--- src/design/mexp_pkg.sv ---
// ----------------------------------------------------------------------------
// mexp_pkg
// Shared types for the modular exponentiation block: the controller states
// and the status that the modular multiplier reports to the controller.
// ----------------------------------------------------------------------------
package mexp_pkg;

    // Controller states.
    typedef enum logic [2:0] {
        ST_IDLE,
        ST_REDUCE_WAIT,
        ST_SCAN,
        ST_MULT_WAIT,
        ST_SQUARE_WAIT,
        ST_DONE
    } mexp_state_t;

    // Status of the shared modular multiplier.
    typedef struct packed {
        logic busy;
        logic done;
    } mexp_mul_stat_t;

endpackage

--- src/design/mexp_mulmod.sv ---
// ----------------------------------------------------------------------------
// mexp_mulmod
// Bit-serial modular multiplier. It forms (a * b) mod m by shift and add,
// taking one bit of b per cycle from the most significant end, and keeps the
// accumulator below m at every step.
// ----------------------------------------------------------------------------
module mexp_mulmod #(
    parameter int OPERAND_WIDTH = 32
) (
    input  logic                       aclk,
    input  logic                       aresetn,
    input  logic                       start,
    input  logic [OPERAND_WIDTH-1:0]   op_a,
    input  logic [OPERAND_WIDTH-1:0]   op_b,
    input  logic [OPERAND_WIDTH-1:0]   modulus,
    output mexp_pkg::mexp_mul_stat_t   stat,
    output logic [OPERAND_WIDTH-1:0]   product
);
    import mexp_pkg::*;

    localparam int W  = OPERAND_WIDTH;
    localparam int CW = $clog2(W);

    logic [W-1:0]   acc_reg, acc_next;
    logic [W-1:0]   a_reg;
    logic [W-1:0]   b_reg;
    logic [CW-1:0]  cnt_reg;
    logic           busy_reg;
    logic           done_reg;

    logic [W+1:0]   sum;
    logic [W+1:0]   sum_less_m;
    logic [W+1:0]   sum_less_2m;
    logic [W+1:0]   m_ext;
    logic [W+1:0]   m2_ext;

    // One step: acc = (2 * acc + bit * a) mod m. The sum stays below 3m,
    // so one of three candidates is the reduced value.
    always_comb begin
        m_ext       = {2'b00, modulus};
        m2_ext      = {1'b0, modulus, 1'b0};
        sum         = {1'b0, acc_reg, 1'b0} + (b_reg[W-1] ? {2'b00, a_reg} : '0);
        sum_less_m  = sum - m_ext;
        sum_less_2m = sum - m2_ext;
        if (sum >= m2_ext) begin
            acc_next = sum_less_2m[W-1:0];
        end else if (sum >= m_ext) begin
            acc_next = sum_less_m[W-1:0];
        end else begin
            acc_next = sum[W-1:0];
        end
    end

    // Control: a run of W steps, then a one-cycle done pulse.
    always_ff @(posedge aclk) begin
        if (!aresetn) begin
            busy_reg <= 1'b0;
            done_reg <= 1'b0;
            cnt_reg  <= '0;
        end else begin
            done_reg <= busy_reg && (cnt_reg == '0);
            if (start) begin
                busy_reg <= 1'b1;
                cnt_reg  <= CW'(W - 1);
            end else if (busy_reg) begin
                cnt_reg <= cnt_reg - CW'(1);
                if (cnt_reg == '0) begin
                    busy_reg <= 1'b0;
                end
            end
        end
    end

    // Datapath: operands are captured at start, the multiplier shifts out.
    always_ff @(posedge aclk) begin
        if (start) begin
            acc_reg <= '0;
            a_reg   <= op_a;
            b_reg   <= op_b;
        end else if (busy_reg) begin
            acc_reg <= acc_next;
            b_reg   <= {b_reg[W-2:0], 1'b0};
        end
    end

    assign stat.busy = busy_reg;
    assign stat.done = done_reg;
    assign product   = acc_reg;

endmodule

--- src/design/modular_exponentiation.sv ---
// ----------------------------------------------------------------------------
// modular_exponentiation
// Computes base ^ exponent mod modulus by right-to-left square and multiply
// on one shared bit-serial modular multiplier.
// ----------------------------------------------------------------------------
// Usage: a request on the s_ channel carries base, exponent and modulus; the
// m_ channel returns one result per request, the power and an error flag.
// Both channels use valid and ready. A zero modulus returns zero with the
// error flag set; the request goes straight to the done state, without the
// multiplier. Otherwise the base is first reduced by the multiplier, then
// each exponent bit takes a scan state, a squaring and, for a set bit, a
// multiplication; the squaring after the highest set bit is skipped and
// scanning stops there.
// The run time is set by the multiplier, which consumes one bit per cycle.
// One request is processed at a time. A finished result waits in an output
// register, so the next request is accepted while the receiver stalls; its
// result is held back until the earlier one is taken.
// Reset clears the controller and the output valid; a request in progress
// is dropped.
// ----------------------------------------------------------------------------
module modular_exponentiation #(
    parameter int OPERAND_WIDTH = 32
) (
    input  logic        aclk,
    input  logic        aresetn,
    input  logic        s_valid,
    output logic        s_ready,
    input  logic [31:0] s_base_value,
    input  logic [31:0] s_exponent_value,
    input  logic [31:0] s_modulus_value,
    output logic        m_valid,
    input  logic        m_ready,
    output logic [31:0] m_power_result,
    output logic        m_zero_modulus_error
);
    import mexp_pkg::*;

    localparam int W = OPERAND_WIDTH;

    mexp_state_t    state_reg, state_next;
    mexp_mul_stat_t mul_stat;

    logic [W-1:0]   base_reg;
    logic [W-1:0]   expo_reg;
    logic [W-1:0]   mod_reg;
    logic [W-1:0]   res_reg;
    logic           err_reg;

    logic [W-1:0]   base_in;
    logic [W-1:0]   expo_in;
    logic [W-1:0]   mod_in;

    logic           mul_start;
    logic [W-1:0]   mul_a;
    logic [W-1:0]   mul_b;
    logic [W-1:0]   mul_product;

    logic           accept;
    logic           out_load;
    logic           out_valid_reg;
    logic [31:0]    pow_out_reg;
    logic           err_out_reg;

    // Inputs are sized to the datapath width.
    assign base_in = W'(s_base_value);
    assign expo_in = W'(s_exponent_value);
    assign mod_in  = W'(s_modulus_value);

    assign s_ready  = (state_reg == ST_IDLE);
    assign accept   = s_valid && s_ready;
    assign out_load = (state_reg == ST_DONE) && (!out_valid_reg || m_ready);

    // Next-state logic.
    always_comb begin
        state_next = state_reg;
        case (state_reg)
            ST_IDLE: begin
                if (accept) begin
                    state_next = (mod_in == '0) ? ST_DONE : ST_REDUCE_WAIT;
                end
            end
            ST_REDUCE_WAIT: begin
                if (mul_stat.done) begin
                    state_next = ST_SCAN;
                end
            end
            ST_SCAN: begin
                if (expo_reg == '0) begin
                    state_next = ST_DONE;
                end else if (expo_reg[0]) begin
                    state_next = ST_MULT_WAIT;
                end else begin
                    state_next = ST_SQUARE_WAIT;
                end
            end
            ST_MULT_WAIT: begin
                if (mul_stat.done) begin
                    // No further set bits: the last squaring is not needed.
                    state_next = (expo_reg[W-1:1] == '0) ? ST_DONE : ST_SQUARE_WAIT;
                end
            end
            ST_SQUARE_WAIT: begin
                if (mul_stat.done) begin
                    state_next = ST_SCAN;
                end
            end
            ST_DONE: begin
                if (out_load) begin
                    state_next = ST_IDLE;
                end
            end
            default: state_next = ST_IDLE;
        endcase
    end

    // Multiplier requests: reduction as 1 * base, then multiply or square.
    always_comb begin
        mul_start = 1'b0;
        mul_a     = base_reg;
        mul_b     = base_reg;
        case (state_reg)
            ST_IDLE: begin
                mul_start = accept && (mod_in != '0);
                mul_a     = W'(1);
                mul_b     = base_in;
            end
            ST_SCAN: begin
                mul_start = (expo_reg != '0);
                mul_a     = expo_reg[0] ? res_reg : base_reg;
            end
            ST_MULT_WAIT: begin
                mul_start = mul_stat.done && (expo_reg[W-1:1] != '0);
            end
            default: begin
                mul_start = 1'b0;
            end
        endcase
    end

    // State register.
    always_ff @(posedge aclk) begin
        if (!aresetn) begin
            state_reg <= ST_IDLE;
        end else begin
            state_reg <= state_next;
        end
    end

    // Working registers of the current request.
    always_ff @(posedge aclk) begin
        if (accept) begin
            expo_reg <= expo_in;
            mod_reg  <= mod_in;
            res_reg  <= (mod_in == '0) ? '0 : W'(1);
            err_reg  <= (mod_in == '0);
        end else if (mul_stat.done) begin
            case (state_reg)
                ST_REDUCE_WAIT: base_reg <= mul_product;
                ST_MULT_WAIT:   res_reg  <= mul_product;
                ST_SQUARE_WAIT: begin
                    base_reg <= mul_product;
                    expo_reg <= {1'b0, expo_reg[W-1:1]};
                end
                default: begin
                end
            endcase
        end
    end

    // Output register parts the result channel from the controller.
    always_ff @(posedge aclk) begin
        if (!aresetn) begin
            out_valid_reg <= 1'b0;
        end else if (out_load) begin
            out_valid_reg <= 1'b1;
        end else if (m_ready) begin
            out_valid_reg <= 1'b0;
        end
    end

    always_ff @(posedge aclk) begin
        if (out_load) begin
            pow_out_reg <= 32'(res_reg);
            err_out_reg <= err_reg;
        end
    end

    mexp_mulmod #(
        .OPERAND_WIDTH (W)
    ) u_mulmod (
        .aclk    (aclk),
        .aresetn (aresetn),
        .start   (mul_start),
        .op_a    (mul_a),
        .op_b    (mul_b),
        .modulus (mod_reg),
        .stat    (mul_stat),
        .product (mul_product)
    );

    assign m_valid              = out_valid_reg;
    assign m_power_result       = pow_out_reg;
    assign m_zero_modulus_error = err_out_reg;

    // A new multiplication is never requested while one is running.
    assert property (@(posedge aclk) disable iff (!aresetn)
        mul_start |-> !mul_stat.busy)
        else $error("multiplier restarted while busy");

    // A finished multiplication is only reported while the controller waits.
    assert property (@(posedge aclk) disable iff (!aresetn)
        mul_stat.done |-> (state_reg == ST_REDUCE_WAIT || state_reg == ST_MULT_WAIT ||
                           state_reg == ST_SQUARE_WAIT))
        else $error("multiplier result arrived outside a wait state");

    // A zero-modulus result always carries a zero power.
    assert property (@(posedge aclk) disable iff (!aresetn)
        (m_valid && m_zero_modulus_error) |-> (m_power_result == 32'd0))
        else $error("error result with nonzero power");

    // Requests are only taken when the controller is free, and each one taken starts processing.
    assert property (@(posedge aclk) disable iff (!aresetn)
        accept |=> (state_reg == ST_DONE || state_reg == ST_REDUCE_WAIT))
        else $error("accepted request did not start processing");

endmodule
--- config.mk ---
export PLATFORM = sky130hd
export DESIGN_NAME = modular_exponentiation
export DESIGN_NICKNAME = d
export VERILOG_FILES = /design/src/design/mexp_pkg.sv /design/src/design/mexp_mulmod.sv /design/src/design/modular_exponentiation.sv
export SDC_FILE = /design/constraint.sdc
export NUM_CORES = 1
export LEC_CHECK = 0
export BUFFER_PORTS_ARGS = -buffer_cell sky130_fd_sc_hd__buf_2
export CAP_MARGIN = 20
export CORE_MARGIN = 3
export CORE_UTILIZATION = 60
export DETAILED_ROUTE_END_ITERATION = 12
export PLACE_DENSITY = 0.86
export SKIP_LAST_GASP = 1
export SYNTH_ARGS = -nofsm -noshare
export SYNTH_HDL_FRONTEND = slang
export SYNTH_SLANG_ARGS = --single-unit
--- constraint.sdc ---
create_clock -name aclk -period 12.3 [get_ports aclk]
set_clock_uncertainty 0.15 [all_clocks]
set_input_delay 3.075 -clock aclk [delete_from_list [all_inputs] [get_ports aclk]]
set_output_delay 3.075 -clock aclk [all_outputs]
set_load 0.1 [all_outputs]
==> impl_metrics.json, run 1 <==
{
  "worstSetupStartpointType": "flip-flop",
  "reg2reg_to": "u_mulmod.product[1]",
  "r2r_slack_ns": 5.54,
  "syn_avg_cell_area_sq_um": 10.3,
  "utilization_pct": 69.5,
  "async_flop_share_pct": 0,
  "worstHoldStart": "res_reg[4]",
  "grt_antenna_before_repair": 0,
  "worstSetupEndpointType": "flip-flop",
  "num_rows": 58,
  "cts_buffers": 28,
  "critPathSlowestCell": "nand3_1",
  "r2r-start": "u_mulmod.b_reg[31]",
  "portBuffers": 134,
  "die_y_um": 168,
  "hold_class": "flip-flop to flip-flop",
  "syn-num-nets": 1734,
  "routabilityCongestion": 0.938,
  "synth_edf_count": 226,
  "ys_types": 78,
  "clock_latency_ns": 0.57,
  "num-nets-final": 1852,
  "path_clk_slew_ns": 0.06,
  "cts_buffer_depth": 3,
  "cp_max_fo": 32,
  "crit_required_ns": 12.60,
  "critPathMaxStageDelay_ns": 0.76,
  "cts_setup_buffers": 0,
  "syn_inst": 1534,
  "setup_tns_ns": 0,
  "cts.repair.resized": 0,
  "ys_ff_latch": 269,
  "timing.fmax_ghz": 0.148,
  "synthFlopType": "edfxtp_1",
  "yosysSeqAreaShare_pct": 48.4,
  "grt-ovfl-total": 0,
  "die_area_sq_um": 28300,
  "worst_slew_pin_slew_ns": 1.09,
  "cts_tree": "done",
  "crit_top_cell": "o21ai_1",
  "cap_violations": 0,
  "drtIter0Drc": 1358,
  "insertedDiodeCount": 0,
  "ant_nets": 0,
  "min_path_cells": 0,
  "h-tree-depth": 1,
  "final.min_clock_period_ns": 6.76,
  "worstSetupPathType": "flip-flop to flip-flop",
  "grt_max_degree": 77,
  "maxSlewViolCount": 0,
  "vias": 12600,
  "routed_wirelength_mm": 40.8,
  "grt_pass1_wl_mm": 64.7,
  "yosys_warnings": 0,
  "areaGrowthSynthToFinish_pct": 12.3,
  "clock-sinks": 269,
  "grt_pass1_vias": 12100,
  "firstDrtPassIters": 5,
  "hold_viol": 0,
  "cp.arrival_ns": 7.07,
  "path_cells": "buf_4 -> and2_1 -> ha_1 -> o211ai_1 -> o21ai_1 -> o21ai_1 -> o21bai_1 -> a21oi_1 -> o21ai_1 -> a2111oi_0 -> a41oi_1 -> o211ai_1 -> ha_1 -> nand4_1 -> or2_1 -> a21oi_1 -> a211oi_2 -> nor2_1 -> a211oi_2 -> nand3_1 -> o221ai_1",
  "setup_violations": 0,
  "hold_buffers": 0,
  "grt_use_total_pct": 28.4,
  "core_sq_um": 25500,
  "reg2regPathDepth": 21,
  "relSlewSlack_pct": 26.8,
  "start_util_pct": 61.9,
  "root_buffer": "clkbuf_16",
  "n_fill_cell": 1867,
  "drt-wirelength-per-cell_um": 20.4,
  "die_x_um": 168,
  "hold_end": "m_power_result[4]",
  "viasPerCell": 6.28,
  "drive_above_1_share_pct": 13.2,
  "io_pins": 135,
  "syn_area_sq_um": 15800,
  "finalCritPeriodShare_pct": 55.0,
  "dp_hpwl_mm": 30.0,
  "drcViolationCount": 0,
  "rsz0062_at_grt": "false",
  "outcome": "finished clean"
}
==> layout make-up <==
type | instances | area (sq um) | share of cell area [%]
multi-input cells | 1145 | 7720 | 43.5
flip-flops and latches | 269 | 7650 | 43.1
repair buffers | 148 | 792 | 4.46
clock buffers | 33 | 719 | 4.05
well taps | 330 | 413 | 2.33
clock inverters | 19 | 238 | 1.34
inverters | 60 | 225 | 1.27
==> cell usage after synthesis (7+ instances only) <==
| cell | n | area share, % |
|---|---|---|
| ha_1 | 97 | 7.7 |
| a22o_1 | 26 | 1.4 |
| a22oi_1 | 21 | 1.0 |
| mux2i_1 | 54 | 3.4 |
| a31oi_1 | 9 | 0.36 |
| a211oi_1 | 11 | 0.52 |
| nand4_1 | 16 | 0.63 |
| nand2b_1 | 14 | 0.55 |
| buf_1 | 7 | 0.17 |
| o211ai_1 | 15 | 0.71 |
| inv_1 | 59 | 1.4 |
| nand3_1 | 21 | 0.66 |
| a21boi_0 | 9 | 0.43 |
| clkbuf_1 | 47 | 1.1 |
| xor2_1 | 30 | 1.7 |
| nor4_1 | 20 | 0.79 |
| o21ai_1 | 28 | 0.89 |
| edfxtp_1 | 226 | 43 |
| nor2_1 | 63 | 1.5 |
| o21a_1 | 15 | 0.71 |
| and3_1 | 11 | 0.44 |
| dfxtp_1 | 43 | 5.4 |
| nor3_1 | 21 | 0.66 |
| o21bai_1 | 10 | 0.47 |
| xnor2_1 | 56 | 3.1 |
| nor2b_1 | 9 | 0.36 |
| a21oi_1 | 108 | 3.4 |
| o21ai_0 | 84 | 2.7 |
| a21o_1 | 38 | 1.8 |
| nand2_1 | 205 | 4.9 |
| and2_1 | 66 | 2.6 |
==> worst max-delay path: cells and delay by family (launching register included) <==
family	cells	cell delay (ns)
compound gates	13	3.65
flops	1	0.37
fa+ha+maj	2	0.76
buf+inv	1	0.23
simple gates	5	1.46
==> cell usage in the layout (no fill, tap or decap), types with 56 or more instances in the layout <==
| cell type | count |
|---|---|
| and2_1 | 66 |
| o21ai_0 | 84 |
| inv_1 | 58 |
| edfxtp_1 | 226 |
| ha_1 | 97 |
| nand2_1 | 205 |
| a21oi_1 | 107 |
| buf_2 | 134 |
| xnor2_1 | 56 |
| nor2_1 | 62 |
==> worst max-delay path by stage <==
stage	startpoint	endpoint	slack, ns
CTS	u_mulmod.b_reg[31]	u_mulmod.product[22]	5.69
global route	u_mulmod.b_reg[31]	u_mulmod.product[10]	5.03
floorplan	s_modulus_value[24]	u_mulmod.product[1]	5.98
detailed placement	s_modulus_value[9]	u_mulmod.product[22]	5.64
global placement	u_mulmod.b_reg[31]	u_mulmod.product[10]	5.84
finish	u_mulmod.b_reg[31]	u_mulmod.product[1]	5.54
==> cell families (layout without fill, tap and decap cells) <==
family,after synthesis,after routing,share of synthesized area [%]
AOI/OAI and AO/OA,433,433,18.0
xor gates and xnor gates,86,86,4.76
adders and majority gates,100,100,8.05
buffers and inverters,120,260,3.01
DFF,269,269,48.4
muxes,58,58,3.72
and+or+nand+nor,468,468,14.1
==> layer usage <==
layer	share of wire (%)	global-route usage, %	wire (um)	vias to the layer above
li1	-	-	-	5928
met5	0	0	0	-
met3	9.7	3.80	3970	66
met1	43	42.9	17600	5955
met2	45	44.3	18400	641
met4	2.1	6.15	841	0
==> per-stage QoR <==
stage / worst slack [ns] / instance area [sq um] / std cells / hold slack [ns]
6_report: 5.54 / 17800 / 2004 / 0.287
2_1_floorplan: 5.98 / 15800 / 1534 / 0.250
4_1_cts: 5.69 / 17700 / 2003 / 0.294
3_3_place_gp: 5.84 / 16800 / 1950 / 0.279
5_1_grt: 5.03 / 17800 / 2004 / 0.320
3_5_place_dp: 5.64 / 16800 / 1951 / 0.285
Power of run 1 is not shown: default switching activity piles up to over one toggle a cycle in this logic, so the estimate is an artifact.
==> run 2: changes to the inputs <==
- CORE_UTILIZATION: 60 -> 55
- PLACE_DENSITY: 0.86 -> 0.83
- clock period: 12.3 -> 6.1 ns (I/O delays scaled with it)
==> impl_metrics.json, run 2 (synthesis gave the netlist of run 1 again) <==
{
  "outcome": "finished clean",
  "power_mw": 12.0,
  "crit_top_cell": "o21ai_1",
  "powerDensity_nw_per_um2": 670,
  "cap_violations": 0,
  "setup_violations": 0,
  "critPathBufInv": 1,
  "worstHoldStart": "err_reg",
  "die_area_sq_um": 30800,
  "clock_latency_ns": 0.57,
  "reg2regPathDepth": 21,
  "cts_buffer_depth": 3,
  "dp_hpwl_mm": 31.5,
  "maxSlewViolCount": 0,
  "drcViolationCount": 0,
  "final.min_clock_period_ns": 5.81,
  "grt-ovfl-total": 0,
  "firstDrtPassIters": 7,
  "cpLargestDelayFamily": "compound AO/OA/AOI/OAI gates",
  "worstSetupEndpointType": "flip-flop",
  "drt-wirelength-per-cell_um": 20.5,
  "num-nets-final": 1871,
  "mostFrequentLayoutCell": "edfxtp_1",
  "areaGrowthSynthToFinish_pct": 13.7,
  "critPathMaxStageDelay_ns": 0.47,
  "routed_wirelength_mm": 42.5,
  "cp_max_fo": 14,
  "path_clk_slew_ns": 0.07,
  "viasPerCell": 6.10,
  "core_sq_um": 28100,
  "cts_buffers": 29,
  "grt_pass1_vias": 12200,
  "r2r_slack_ns": 0.29,
  "p_leak_nw": 7.55,
  "ant_nets": 0,
  "h-tree-depth": 1,
  "crit_required_ns": 6.39,
  "io_pins": 135,
  "hold_end": "m_zero_modulus_error",
  "root_buffer": "clkbuf_16",
  "relSlewSlack_pct": 25.4,
  "grt_max_degree": 66,
  "worstSetupPathType": "flip-flop to flip-flop",
  "grt_antenna_before_repair": 0,
  "drive_above_1_share_pct": 14.6,
  "portBuffers": 134,
  "finalCritPeriodShare_pct": 95.3,
  "path_cells": "buf_4 -> and2_1 -> ha_1 -> o211ai_1 -> o21ai_1 -> o21ai_1 -> o21bai_1 -> a21oi_1 -> o21ai_1 -> a2111oi_0 -> a41oi_1 -> o211ai_1 -> ha_1 -> a21oi_1 -> o21ai_0 -> a211o_1 -> a221o_1 -> a311o_1 -> o21ai_1 -> mux2_1 -> a211oi_1",
  "final_cell_mix": "edfxtp_1, nand2_1, buf_2",
  "n_fill_cell": 2278,
  "cts_tree": "done",
  "setup_tns_ns": 0,
  "hold_viol": 0,
  "rsz0062_at_grt": "false",
  "die_x_um": 176,
  "cp.arrival_ns": 6.11,
  "grt_pass1_wl_mm": 66.4,
  "r2r-start": "u_mulmod.b_reg[31]",
  "worstSetupStartpointType": "flip-flop",
  "worst_slew_pin_slew_ns": 1.12,
  "die_y_um": 176,
  "insertedDiodeCount": 0,
  "min_path_cells": 0,
  "hold_buffers": 0,
  "drtIter0Drc": 1415,
  "routabilityCongestion": 0.949,
  "num_rows": 61,
  "grt_use_total_pct": 27.1,
  "reg2reg_to": "u_mulmod.product[0]",
  "critPathSlowestCell": "a311o_1",
  "vias": 12600,
  "start_util_pct": 56.3,
  "vdd_drop_max_mv": 0.453,
  "hold_class": "flip-flop to flip-flop",
  "clock-sinks": 269,
  "timing.fmax_ghz": 0.172
}
[run 2: worst max path at each step]
stage	from	endpoint	slack [ns]	depth (start not counted)
floorplan	u_mulmod.b_reg[31]	u_mulmod.product[0]	0.96	22
global placement	u_mulmod.b_reg[31]	u_mulmod.product[0]	0.33	21
detailed placement	u_mulmod.b_reg[31]	u_mulmod.product[0]	0.12	22
CTS	u_mulmod.b_reg[31]	u_mulmod.product[0]	0.06	22
global route	u_mulmod.b_reg[31]	u_mulmod.product[0]	0.02	23
finish	u_mulmod.b_reg[31]	u_mulmod.product[0]	0.29	21
[run 2: timing repair]
item                                    4_1_cts  5_1_grt
gates resized for setup                       0       10
endpoints found under the setup margin        0       32
buffers inserted                              0        4
[run 2: worst reg2reg max path: stages (launching register included)]
cell	delay (ns)
edfxtp_1	0.41
buf_4	0.19
and2_1	0.15
ha_1	0.35
o211ai_1	0.11
o21ai_1	0.25
o21ai_1	0.12
o21bai_1	0.19
a21oi_1	0.15
o21ai_1	0.27
a2111oi_0	0.15
a41oi_1	0.28
o211ai_1	0.27
ha_1	0.34
a21oi_1	0.16
o21ai_0	0.13
a211o_1	0.32
a221o_1	0.43
a311o_1	0.47
o21ai_1	0.18
mux2_1	0.34
a211oi_1	0.29
[run 2: power by group]
| group | internal (mW) | switching (mW) |
|---|---|---|
| sequential | 2.81 | 0.345 |
| combinational | 2.69 | 4.45 |
| clock | 1.00 | 0.738 |
[run 2: cell type report]
class	instances	area [sq um]	area share [%]
inverters	60	225	1.25
flip-flops and latches	269	7650	42.5
repair buffers	166	923	5.14
well taps	378	473	2.63
clock buffers	33	741	4.12
multi-input cells	1145	7770	43.2
clock inverters	19	198	1.10
[run 2: routing by layer]
layer | part of all wire (%) | vias up | GRT usage, % | wire length [um]
met5 | 0 | - | 0 | 0
met4 | 2.6 | 0 | 7.09 | 1100
met3 | 8.5 | 71 | 4.60 | 3600
met2 | 45 | 572 | 42.1 | 19200
met1 | 44 | 6018 | 39.6 | 18500
li1 | - | 5958 | - | -
[run 2: through the flow]
step                      hold WS [ns]  std cells  cell area (sq um)  util (%)  setup WS, ns
after floorplan                  0.250       1534              15800         -         0.964
after global placement           0.254       2013              16900      60.3         0.332
after detailed placement         0.256       2013              16900      60.3         0.119
after CTS                        0.271       2065              17900      63.7        0.0587
after global routing             0.277       2070              18000      64.0        0.0176
final                            0.266       2070              18000      64.0         0.288
(Power assumes the default switching activity.)
==> run 3: changes to the inputs <==
- CORE_MARGIN: 3 -> unset
- GPL_TIMING_DRIVEN: unset -> 0
==> impl_metrics.json, run 3 (synthesis gave the netlist of run 1 again) <==
{
  "drive_above_1_share_pct": 14.6,
  "worstSetupPathType": "flip-flop to flip-flop",
  "worst_slew_pin_slew_ns": 0.968,
  "cp.arrival_ns": 6.16,
  "setup_ws_ns": 0.239,
  "clock_latency_ns": 0.57,
  "hold_viol": 0,
  "hold_buffers": 0,
  "design_area_sq_um": 18300,
  "insertedDiodeCount": 0,
  "areaGrowthSynthToFinish_pct": 15.8,
  "relSlewSlack_pct": 35.2,
  "io_pins": 135,
  "grt_use_total_pct": 28.5,
  "worstSetupEndpointType": "flip-flop",
  "cpLargestDelayFamily": "compound AO/OA/AOI/OAI gates",
  "finalNonFillerCells": 2119,
  "grt_max_degree": 42,
  "dpl-instance-area_sq_um": 17100,
  "cap_violations": 0,
  "grt_pass1_vias": 12200,
  "crit_end": "u_mulmod.product[13]",
  "die_y_um": 172,
  "p_sw_share_pct": 45.7,
  "cts_tree": "done",
  "combPwrFrac_pct": 60.0,
  "vias": 12900,
  "reg2reg_to": "u_mulmod.product[13]",
  "path_cells": "and2_1 -> ha_1 -> inv_1 -> fa_1 -> nand2b_1 -> a21oi_1 -> o211ai_1 -> nand2_1 -> a21oi_1 -> o21ai_0 -> a31oi_1 -> xnor2_1 -> ha_1 -> a21oi_1 -> o21ai_0 -> a211o_1 -> a221o_1 -> a311oi_4 -> nand2_4 -> buf_6 -> mux2i_1 -> o21ai_1",
  "start_util_pct": 56.5,
  "reg2regPathDepth": 22,
  "timing.fmax_ghz": 0.171,
  "grt_pass1_wl_mm": 64.3,
  "powerDensity_nw_per_um2": 670,
  "switching_power_mw": 5.61,
  "critPathMaxStageDelay_ns": 0.44,
  "holdWs_ns": 0.275,
  "final.min_clock_period_ns": 5.86,
  "firstDrtPassIters": 6,
  "die_x_um": 172,
  "vdd_drop_max_mv": 0.378,
  "crit_required_ns": 6.40,
  "path_clk_slew_ns": 0.06,
  "critPathBufInv": 2,
  "mostFrequentLayoutCell": "edfxtp_1",
  "h-tree-depth": 1,
  "r2r-start": "u_mulmod.b_reg[31]",
  "drtIter0Drc": 1437,
  "r2r_slack_ns": 0.24,
  "num-nets-final": 1920,
  "p_int_mw": 6.66,
  "die_area_sq_um": 29400,
  "ant_nets": 0,
  "outcome": "finished clean",
  "cp_max_fo": 10,
  "place_inst": 2056,
  "clock-sinks": 269,
  "drt-wirelength-per-cell_um": 20.1,
  "critPathSlowestCell": "xnor2_1",
  "worstSetupStartpointType": "flip-flop",
  "crit_start": "u_mulmod.b_reg[31]",
  "p_clk_share_pct": 14.6,
  "min_path_cells": 0,
  "viasPerCell": 6.07,
  "power_mw": 12.3,
  "setup_violations": 0,
  "dp_hpwl_mm": 32.3,
  "finalCritPeriodShare_pct": 96.1,
  "rsz0062_at_grt": "true",
  "core_sq_um": 28000,
  "grt_antenna_before_repair": 1,
  "root_buffer": "clkbuf_16",
  "grt-ovfl-total": 0,
  "cts_buffer_depth": 3,
  "final_cell_mix": "edfxtp_1, nand2_1, buf_2",
  "routabilityCongestion": 0.967,
  "pwr-share-seq_pct": 25.4,
  "routed_wirelength_mm": 42.5,
  "maxSlewViolCount": 0,
  "hold_class": "flip-flop to flip-flop",
  "cts_buffers": 29,
  "crit_top_cell": "a21oi_1",
  "place_ws_ns": -0.469,
  "num_rows": 61,
  "worstSetupPathDepth": 22,
  "drcViolationCount": 0,
  "p_leak_nw": 7.66,
  "portBuffers": 134
}
## run 3: cell count changes in the layout (fill, tap and decap cells not counted), moves of 4 or more
cell      delta
buf_6        +7
clkbuf_1    +44
buf_4       -20
mux2i_2      +4
mux2i_1      -4
buf_1        +6
## run 3: worst min-delay path by stage
stage               slack [ns]     from                    to
detailed placement        0.27  err_reg  m_zero_modulus_error
finish                    0.27  err_reg  m_zero_modulus_error
CTS                       0.28  err_reg  m_zero_modulus_error
global placement          0.25  err_reg  m_zero_modulus_error
global route              0.28  err_reg  m_zero_modulus_error
floorplan                 0.25  err_reg  m_zero_modulus_error
## run 3: final cells by class
type,count,area [sq um]
Clock inverter,18,214
Fill cell,2183,9700
Buffer,60,263
Inverter,60,225
Timing Repair Buffer,155,916
Multi-Input combinational cell,1145,7830
Tap cell,378,473
Sequential cell,269,7650
Clock buffer,34,744
## run 3: power groups by stage
stage | Clock [mW] | Combinational [mW] | Sequential (mW)
floorplan | 0 | 5.15 | 3.06
finish | 1.79 | 7.36 | 3.12
CTS | 1.80 | 6.99 | 3.11
global placement | 0 | 6.70 | 3.13
detailed placement | 0 | 6.94 | 3.13
global route | 1.87 | 7.97 | 3.16
## run 3: per-stage QoR
stage          utilization [%]  setup TNS [ns]
2_1_floorplan                -               0
6_report                  65.4               0
3_5_place_dp              61.2           -6.82
3_3_place_gp              60.5          -43.82
4_1_cts                   64.7               0
5_1_grt                   65.4          -0.625
## run 3: routing by layer
layer | up-vias | part of all wire (%) | global-route usage (%)
met5 | - | 0 | 0
met4 | 0 | 2.8 | 8.89
met3 | 77 | 9.3 | 4.19
met2 | 637 | 45 | 45.0
met1 | 6072 | 43 | 40.4
li1 | 6073 | - | -
## run 3: repair_timing
item,CTS,global route
setup endpoints to repair,31,32
cloned,0,0
resized for setup,7,26
buffers inserted,0,11
pin swaps,2,10
